$ cat config.mk
export PLATFORM = sky130hd
export DESIGN_NAME = sorted_record_insert_table_unit
export DESIGN_NICKNAME = d
export VERILOG_FILES = /design/src/rtl/srit_pkg.sv /design/src/rtl/srit_ram.sv /design/src/rtl/sorted_record_insert_table_unit.sv
export SDC_FILE = /design/constraint.sdc
export NUM_CORES = 2
export LEC_CHECK = 0
export BUFFER_PORTS_ARGS = -buffer_cell sky130_fd_sc_hd__buf_4
export CORE_MARGIN = 1.5
export CORE_UTILIZATION = 57
export CTS_CLUSTER_DIAMETER = 50
export CTS_CLUSTER_SIZE = 8
export DETAILED_ROUTE_END_ITERATION = 8
export MAX_ROUTING_LAYER = met4
export PLACE_DENSITY = 0.8
export SYNTH_ARGS = -nofsm -noshare
export SYNTH_HDL_FRONTEND = slang
export SYNTH_HIERARCHICAL = 1
export SYNTH_SLANG_ARGS = --single-unit
$ cat constraint.sdc
create_clock -name clk -period 6.25 [get_ports clk]
set_input_delay 1.25 -clock clk [delete_from_list [all_inputs] [get_ports clk]]
set_output_delay 1.25 -clock clk [all_outputs]
set_load 0.05 [all_outputs]
$ cat src/rtl/srit_pkg.sv
package srit_pkg;

  // Field widths
  localparam int OP_W    = 2;
  localparam int TEMP_W  = 16;
  localparam int YEAR_W  = 14;
  localparam int MONTH_W = 4;
  localparam int DAY_W   = 5;
  localparam int STAT_W  = 2;
  localparam int POS_W   = 6;
  localparam int CNT_W   = 7;

  // Most matches reported by one query
  localparam int MAX_RESULTS = 64;

  // Operation codes
  localparam logic [OP_W-1:0] OP_INSERT = 2'd0;
  localparam logic [OP_W-1:0] OP_NEG    = 2'd1;
  localparam logic [OP_W-1:0] OP_FIND   = 2'd2;

  // Result status codes
  localparam logic [STAT_W-1:0] ST_INSERTED = 2'd0;
  localparam logic [STAT_W-1:0] ST_FULL     = 2'd1;
  localparam logic [STAT_W-1:0] ST_REPORT   = 2'd2;
  localparam logic [STAT_W-1:0] ST_NONE     = 2'd3;

  // One stored record
  typedef struct packed {
    logic signed [TEMP_W-1:0] temp;
    logic [YEAR_W-1:0]        year;
    logic [MONTH_W-1:0]       month;
    logic [DAY_W-1:0]         day;
  } rec_t;

  localparam int REC_W = $bits(rec_t);

  // Stored record a sorts ahead of new record b: lower temperature, or equal
  // temperature with a date no earlier than b's
  function automatic logic goes_before(rec_t a, rec_t b);
    logic lt;
    logic eq;
    lt = $signed(a.temp) < $signed(b.temp);
    eq = a.temp == b.temp;
    goes_before = lt || (eq && ({a.year, a.month, a.day} >= {b.year, b.month, b.day}));
  endfunction

endpackage

$ cat src/rtl/srit_ram.sv
module srit_ram #(
  parameter int WIDTH = 39,
  parameter int DEPTH = 64
) (
  input  logic                     clk,
  input  logic                     we,
  input  logic [$clog2(DEPTH)-1:0] waddr,
  input  logic [WIDTH-1:0]         wdata,
  input  logic [$clog2(DEPTH)-1:0] raddr,
  output logic [WIDTH-1:0]         rdata
);

  logic [WIDTH-1:0] mem [DEPTH];

  // One write port, one registered read port
  always_ff @(posedge clk) begin
    if (we) begin
      mem[waddr] <= wdata;
    end
    rdata <= mem[raddr];
  end

endmodule

$ cat src/rtl/sorted_record_insert_table_unit.sv
// Channel   Ports                                    Beat taken when
// -------   --------------------------------------   ----------------------
// input     in_operation, in_temperature, in_year,   start && !busy
//           in_month, in_day
// result    out_status, out_position, out_record_*,  out_strobe (one cycle)
//           out_match_count, out_last
//
// Records live in one RAM with a registered read; the sequencer walks it one
// entry per cycle. Insert shifts entries up from the top until its slot is
// found. A query scans every stored entry, or stops early once the match
// limit ends the scan. Full-table insert and empty-table query report straight
// from idle; the unused code is taken but gives no result.
// Reset (rst_n low, synchronous) empties the table; the RAM itself is not
// cleared. Results cannot be stalled; busy holds off new beats.
module sorted_record_insert_table_unit #(
  parameter int DEPTH = 64
) (
  input  logic                                 clk,
  input  logic                                 rst_n,
  input  logic                                 start,
  output logic                                 busy,
  input  logic [srit_pkg::OP_W-1:0]            in_operation,
  input  logic signed [srit_pkg::TEMP_W-1:0]   in_temperature,
  input  logic [srit_pkg::YEAR_W-1:0]          in_year,
  input  logic [srit_pkg::MONTH_W-1:0]         in_month,
  input  logic [srit_pkg::DAY_W-1:0]           in_day,
  output logic                                 out_strobe,
  output logic [srit_pkg::STAT_W-1:0]          out_status,
  output logic [srit_pkg::POS_W-1:0]           out_position,
  output logic signed [srit_pkg::TEMP_W-1:0]   out_record_temperature,
  output logic [srit_pkg::YEAR_W-1:0]          out_record_year,
  output logic [srit_pkg::MONTH_W-1:0]         out_record_month,
  output logic [srit_pkg::DAY_W-1:0]           out_record_day,
  output logic [srit_pkg::CNT_W-1:0]           out_match_count,
  output logic                                 out_last
);

  import srit_pkg::*;

  localparam int AW = $clog2(DEPTH);
  localparam int CW = $clog2(DEPTH + 1);

  localparam logic [2:0] S_IDLE     = 3'd0;
  localparam logic [2:0] S_INS_CMP  = 3'd1;
  localparam logic [2:0] S_INS_HEAD = 3'd2;
  localparam logic [2:0] S_QRY      = 3'd3;
  localparam logic [2:0] S_QFIN     = 3'd4;

  // Control state
  logic [2:0]    state_r, state_nxt;
  logic [CW-1:0] count_r, count_nxt;
  logic          pend_v_r, pend_v_nxt;
  logic          strobe_r, strobe_nxt;

  // Working payload
  logic [AW-1:0]     idx_r, idx_nxt;
  rec_t              nr_r, nr_nxt;
  logic              neg_r, neg_nxt;
  logic [TEMP_W-1:0] key_r, key_nxt;
  logic [CNT_W-1:0]  n_r, n_nxt;
  rec_t              pend_rec_r, pend_rec_nxt;
  logic [POS_W-1:0]  pend_pos_r, pend_pos_nxt;
  logic [CNT_W-1:0]  pend_cnt_r, pend_cnt_nxt;

  // Result registers
  logic [STAT_W-1:0] stat_r, stat_nxt;
  logic [POS_W-1:0]  pos_r, pos_nxt;
  rec_t              orec_r, orec_nxt;
  logic [CNT_W-1:0]  ocnt_r, ocnt_nxt;
  logic              olast_r, olast_nxt;

  // RAM port
  logic          we;
  logic [AW-1:0] waddr;
  logic [AW-1:0] raddr;
  rec_t          wrec;
  logic [REC_W-1:0] rd_data;
  rec_t          rd_rec;

  logic          accept;
  rec_t          in_rec;
  logic [AW-1:0] idx_inc;
  logic          hit;
  logic          scan_end;

  assign busy    = (state_r != S_IDLE);
  assign accept  = start && !busy;
  assign in_rec  = '{temp: in_temperature, year: in_year, month: in_month, day: in_day};
  assign rd_rec  = rec_t'(rd_data);
  assign idx_inc = idx_r + AW'(1);
  assign hit     = neg_r ? ($signed(rd_rec.temp) < 0) : (rd_rec.temp == key_r);
  assign scan_end = (CW'(idx_r) + CW'(1)) == count_r;

  srit_ram #(
    .WIDTH (REC_W),
    .DEPTH (DEPTH)
  ) u_ram (
    .clk   (clk),
    .we    (we),
    .waddr (waddr),
    .wdata (wrec),
    .raddr (raddr),
    .rdata (rd_data)
  );

  // Sequencer
  always_comb begin
    state_nxt    = state_r;
    count_nxt    = count_r;
    pend_v_nxt   = pend_v_r;
    idx_nxt      = idx_r;
    nr_nxt       = nr_r;
    neg_nxt      = neg_r;
    key_nxt      = key_r;
    n_nxt        = n_r;
    pend_rec_nxt = pend_rec_r;
    pend_pos_nxt = pend_pos_r;
    pend_cnt_nxt = pend_cnt_r;
    strobe_nxt   = 1'b0;
    stat_nxt     = stat_r;
    pos_nxt      = pos_r;
    orec_nxt     = orec_r;
    ocnt_nxt     = ocnt_r;
    olast_nxt    = olast_r;
    we           = 1'b0;
    waddr        = idx_inc;
    wrec         = rd_rec;
    raddr        = idx_r;

    unique case (state_r)
      S_IDLE: begin
        if (accept) begin
          unique case (in_operation)
            OP_INSERT: begin
              nr_nxt = in_rec;
              if (count_r == CW'(DEPTH)) begin
                // table full: drop and report
                strobe_nxt = 1'b1;
                stat_nxt   = ST_FULL;
                pos_nxt    = '0;
                orec_nxt   = in_rec;
                ocnt_nxt   = '0;
                olast_nxt  = 1'b1;
              end else if (count_r == '0) begin
                state_nxt = S_INS_HEAD;
              end else begin
                idx_nxt   = AW'(count_r - CW'(1));
                raddr     = AW'(count_r - CW'(1));
                state_nxt = S_INS_CMP;
              end
            end
            OP_NEG, OP_FIND: begin
              neg_nxt    = (in_operation == OP_NEG);
              key_nxt    = in_temperature;
              n_nxt      = '0;
              pend_v_nxt = 1'b0;
              if (count_r == '0) begin
                strobe_nxt = 1'b1;
                stat_nxt   = ST_NONE;
                pos_nxt    = '0;
                orec_nxt   = '0;
                ocnt_nxt   = '0;
                olast_nxt  = 1'b1;
              end else begin
                idx_nxt   = '0;
                raddr     = '0;
                state_nxt = S_QRY;
              end
            end
            default: ;
          endcase
        end
      end

      // Walk down from the top, moving each entry up one slot
      S_INS_CMP: begin
        we    = 1'b1;
        waddr = idx_inc;
        if (goes_before(rd_rec, nr_r)) begin
          wrec       = nr_r;
          count_nxt  = count_r + CW'(1);
          strobe_nxt = 1'b1;
          stat_nxt   = ST_INSERTED;
          pos_nxt    = POS_W'(idx_inc);
          orec_nxt   = nr_r;
          ocnt_nxt   = '0;
          olast_nxt  = 1'b1;
          state_nxt  = S_IDLE;
        end else begin
          wrec = rd_rec;
          if (idx_r == '0) begin
            state_nxt = S_INS_HEAD;
          end else begin
            idx_nxt = idx_r - AW'(1);
            raddr   = idx_r - AW'(1);
          end
        end
      end

      // New record goes to the front
      S_INS_HEAD: begin
        we         = 1'b1;
        waddr      = '0;
        wrec       = nr_r;
        count_nxt  = count_r + CW'(1);
        strobe_nxt = 1'b1;
        stat_nxt   = ST_INSERTED;
        pos_nxt    = '0;
        orec_nxt   = nr_r;
        ocnt_nxt   = '0;
        olast_nxt  = 1'b1;
        state_nxt  = S_IDLE;
      end

      // Scan; a match is held back one beat so the final one can carry last
      S_QRY: begin
        if (hit) begin
          n_nxt = n_r + CNT_W'(1);
          if (pend_v_r) begin
            strobe_nxt = 1'b1;
            stat_nxt   = ST_REPORT;
            pos_nxt    = pend_pos_r;
            orec_nxt   = pend_rec_r;
            ocnt_nxt   = pend_cnt_r;
            olast_nxt  = 1'b0;
          end
          pend_v_nxt   = 1'b1;
          pend_rec_nxt = rd_rec;
          pend_pos_nxt = POS_W'(idx_r);
          pend_cnt_nxt = n_r + CNT_W'(1);
        end
        if (scan_end || (hit && n_r == CNT_W'(MAX_RESULTS - 1))) begin
          state_nxt = S_QFIN;
        end else begin
          idx_nxt = idx_inc;
          raddr   = idx_inc;
        end
      end

      S_QFIN: begin
        strobe_nxt = 1'b1;
        olast_nxt  = 1'b1;
        if (pend_v_r) begin
          stat_nxt = ST_REPORT;
          pos_nxt  = pend_pos_r;
          orec_nxt = pend_rec_r;
          ocnt_nxt = pend_cnt_r;
        end else begin
          stat_nxt = ST_NONE;
          pos_nxt  = '0;
          orec_nxt = '0;
          ocnt_nxt = '0;
        end
        state_nxt = S_IDLE;
      end

      default: begin
        state_nxt = S_IDLE;
      end
    endcase
  end

  // Control registers
  always_ff @(posedge clk) begin
    if (!rst_n) begin
      state_r  <= S_IDLE;
      count_r  <= '0;
      pend_v_r <= 1'b0;
      strobe_r <= 1'b0;
    end else begin
      state_r  <= state_nxt;
      count_r  <= count_nxt;
      pend_v_r <= pend_v_nxt;
      strobe_r <= strobe_nxt;
    end
  end

  // Payload registers
  always_ff @(posedge clk) begin
    idx_r      <= idx_nxt;
    nr_r       <= nr_nxt;
    neg_r      <= neg_nxt;
    key_r      <= key_nxt;
    n_r        <= n_nxt;
    pend_rec_r <= pend_rec_nxt;
    pend_pos_r <= pend_pos_nxt;
    pend_cnt_r <= pend_cnt_nxt;
    stat_r     <= stat_nxt;
    pos_r      <= pos_nxt;
    orec_r     <= orec_nxt;
    ocnt_r     <= ocnt_nxt;
    olast_r    <= olast_nxt;
  end

  assign out_strobe             = strobe_r;
  assign out_status             = stat_r;
  assign out_position           = pos_r;
  assign out_record_temperature = orec_r.temp;
  assign out_record_year        = orec_r.year;
  assign out_record_month       = orec_r.month;
  assign out_record_day         = orec_r.day;
  assign out_match_count        = ocnt_r;
  assign out_last               = olast_r;

endmodule
==> flow_metrics.env <==
export IMPL_status="complete, but fails checks"
export IMPL_failed_checks="design-rule violations, negative setup slack"
export IMPL_wl_per_cell_um=38.8
export IMPL_worst_setup_path_start_kind="flop"
export IMPL_syn_area_per_cell_sq_um=21.5
export IMPL_die_area_sq_um=187000
export IMPL_num_io_pins=101
export IMPL_row_count=157
export IMPL_cts_max_level=5
export IMPL_min_path_type="reg -> reg"
export IMPL_timing_final_ws_setup_ns=-0.0297
export IMPL_route_detailed_drc=7
export IMPL_ys_seq_elements=2723
export IMPL_arrival_ns=7.15
export IMPL_routabilityCongestion=0.933
export IMPL_grt_pass1_wl_um=437000
export IMPL_areaGrowthSynthToFinish_pct=15.4
export IMPL_dr_pass1_iters=9
export IMPL_cts_buffers=394
export IMPL_vdd_drop_max_mv=0.557
export IMPL_drt_wl_total_um=310000
export IMPL_die_y_um=433
export IMPL_register_area_sq_um=81200
export IMPL_overflow=0
export IMPL_final_area_sq_um=121000
export IMPL_drt_iter0_drc=11000
export IMPL_synth_edf_count=2666
export IMPL_die_w_um=433
export IMPL_critPathRequiredTime_ns=7.12
export IMPL_vias=57800
export IMPL_setup_viol=1
export IMPL_drv_cap=0
export IMPL_first_global_vias=59400
export IMPL_drive_gt1_share_pct=28.2
export IMPL_skew_ns=0.0829
export IMPL_min_period_ns=6.28
export IMPL_clk_path_buf_depth=4
export IMPL_syn_num_nets=4978
export IMPL_vias_per_cell=7.24
export IMPL_netlist_instances=4886
export IMPL_min_period_over_period_pct=100
export IMPL_insertion_delay_ns=0.99
export IMPL_worstSetupPathType="reg -> reg"
export IMPL_syn_area_sq_um=105000
export IMPL_numPortBuffers=100
export IMPL_drv_slew=0
export IMPL_antenna_found_initial=17
export IMPL_seq_area_frac_synth_pct=77.2
export IMPL_post_dp_hpwl_um=161000
export IMPL_cp_end_kind="flop"
export IMPL_synthFlopType="edfxtp_1"
export IMPL_grtUsageTotal_pct=34.4
export IMPL_clk_pin_slew_worst_paths_ns=0.05
export IMPL_core_area_sq_um=183000
export IMPL_yosys_warnings=6
export IMPL_p_leak_nw=38.5
export IMPL_clock_root_buffer="clkbuf_16"
export IMPL_power_density_nw_per_um2=592
export IMPL_grt_max_degree=79
export IMPL_tightest_slew_ns=1.47
export IMPL_power_mw=71.8
export IMPL_cts_tree="yes"
export IMPL_async_flop_share_pct=0
export IMPL_critPathMaxFanout=28
export IMPL_initial_core_util_pct=57.4
export IMPL_cts_setup_buffers=0
export IMPL_clkSinkCount=2723
export IMPL_fill_cells=10600
export IMPL_dpl_instance_area_sq_um=111000
export IMPL_fin_nets=5461
export IMPL_antenna_left=0
export IMPL_max_clock_freq_mhz=159
export IMPL_slew_headroom_pct=1.79
export IMPL_ys_types=70
export IMPL_multiInputGateArea_sq_um=22700
export IMPL_hold_buffers=0
export IMPL_hold_viol_final=0
[critical path, stage by stage (launching register included)]
cell and delay (ns):
edfxtp_1 0.47, inv_1 0.10, ha_1 0.34, nand4_1 0.32
nor4_1 0.70, o2111ai_1 0.21, o21ai_0 0.33, o21ai_1 0.21
nand3_2 0.20, mux2i_1 0.23, a221o_4 0.72, nor2b_1 0.80
a22oi_1 0.27, a31oi_1 0.29, o21ai_0 0.50, o211a_1 0.40
[state kept, by name, summed over array words and instances (netlist names), 4 cells and up]
name and flops:
out_record_day 5, pend_rec_r 39, u_ram/rdata 39, out_record_year 14, n_r 7, nr_r 39, out_position 6, out_record_month 4
u_ram/mem 2496, out_match_count 7, key_r 16, pend_pos_r 6, pend_cnt_r 7, idx_r 6, out_record_temperature 16, count_r 7
[power breakdown]
group          total (mW)  switching, mW  internal (mW)  leakage (nW)
clock                18.8           7.40           11.4          5.12
combinational        27.4           17.1           10.3          8.94
sequential           25.6          0.642           25.0          24.4
total                71.8           25.2           46.6          38.5
[layer usage]
layer | share of wire [%] | global-route usage [%] | wire length, um | vias up
met4 | 7.0 | 19.4 | 21600 | 0
met3 | 15 | 10.4 | 46800 | 1378
met5 | 0 | - | 0 | -
li1 | - | - | - | 21500
met1 | 31 | 41.4 | 96100 | 29200
met2 | 47 | 52.3 | 146000 | 5766
[cells by family after synthesis]
family	count (synthesis)	share of synthesized area [%]
AOI/OAI and AO/OA	475	3.30
muxes	757	14.5
DFF	2723	77.2
and+or+nand+nor	479	2.31
buffers and inverters	367	1.81
xor gates and xnor gates	37	0.315
adders and majority gates	48	0.571
[final timing paths]
kind              startpoint              end  slack [ns]  cells after the start
max                 nr_r[21]  u_ram/rdata[22]       -0.03                     15
min          u_ram/rdata[15]   pend_rec_r[15]        0.48                      0
max reg2reg         nr_r[21]  u_ram/rdata[22]       -0.03                     15
min reg2reg  u_ram/rdata[15]   pend_rec_r[15]        0.48                      0
[cell usage in the layout (no fill, tap or decap), types with 28 or more instances in the layout]
master,count
edfxtp_1,2666
mux4_2,593
clkbuf_16,399
buf_4,293
o22ai_1,157
clkbuf_1,122
inv_1,96
mux2i_1,79
nor2_1,71
nand2_1,70
nor2_4,63
buf_12,61
dfxtp_1,57
ha_1,48
mux2_2,48
nand3_1,47
a211oi_1,45
nor3_1,42
o221ai_1,41
a222oi_1,39
nor2b_1,38
mux2_4,37
a22oi_1,36
nand4_1,32
o22a_1,32
a21oi_1,28
[cell type report]
class / instances / area share [%]
multi-input combinational: 1796 / 18.7
sequential: 2723 / 66.9
tap: 2464 / 2.54
clock inverter: 12 / 0.0959
inverter: 97 / 0.300
timing repair buffer: 357 / 2.83
clock buffer: 522 / 8.61
antenna: 10 / 0.0206
[through the flow]
stage	util [%]	hold WS, ns	setup slack [ns]	setup TNS, ns	std cells
floorplan	-	0.403	0.806	0	4886
global placement	60.4	0.460	-0.0192	-0.0192	7434
detailed placement	60.4	0.468	-0.0802	-0.0802	7436
CTS	66.2	0.452	0.167	0	7970
global route	66.2	0.462	-0.0248	-0.0664	7981
finish	66.2	0.480	-0.0297	-0.0297	7981
[Yosys cell counts, types with 3 or more instances]
library cell / number / area, sq um
or3b_2: 3 / 26.3
and3_1: 6 / 37.5
o211ai_1: 5 / 37.5
and2_1: 15 / 93.8
ha_1: 48 / 601
nand3_1: 47 / 235
o211a_1: 11 / 110
mux2_4: 37 / 556
a222oi_1: 39 / 390
nand4_1: 32 / 200
mux2_2: 48 / 541
nor2b_1: 39 / 244
dfxtp_1: 57 / 1140
edfxtp_1: 2666 / 80100
or2_2: 10 / 62.6
a21oi_1: 29 / 145
nor2_1: 133 / 499
o22ai_1: 157 / 982
mux4_2: 593 / 13400
o221ai_1: 41 / 359
nand2b_1: 18 / 113
xnor2_1: 16 / 140
xor2_1: 20 / 175
clkbuf_1: 102 / 383
a31oi_1: 13 / 81.3
buf_2: 74 / 370
nor3_1: 44 / 220
buf_1: 17 / 63.8
buf_4: 39 / 293
a22oi_1: 36 / 270
nand3b_1: 10 / 75.1
o21ai_1: 4 / 20.0
or3_1: 8 / 50.1
o21a_1: 9 / 67.6
a211oi_1: 46 / 345
mux2i_1: 79 / 791
a21o_1: 7 / 52.6
inv_1: 96 / 360
buf_6: 38 / 428
nand2_1: 72 / 270
o22a_1: 32 / 280
o21ai_0: 28 / 140
nor4_1: 27 / 169
[timing repair]
item | CTS | global route
setup endpoints to repair | 2 | 3
gates resized for setup | 2 | 3
hold endpoints to repair | 0 | 0
Note: power is estimated with default switching activity, not from simulation.
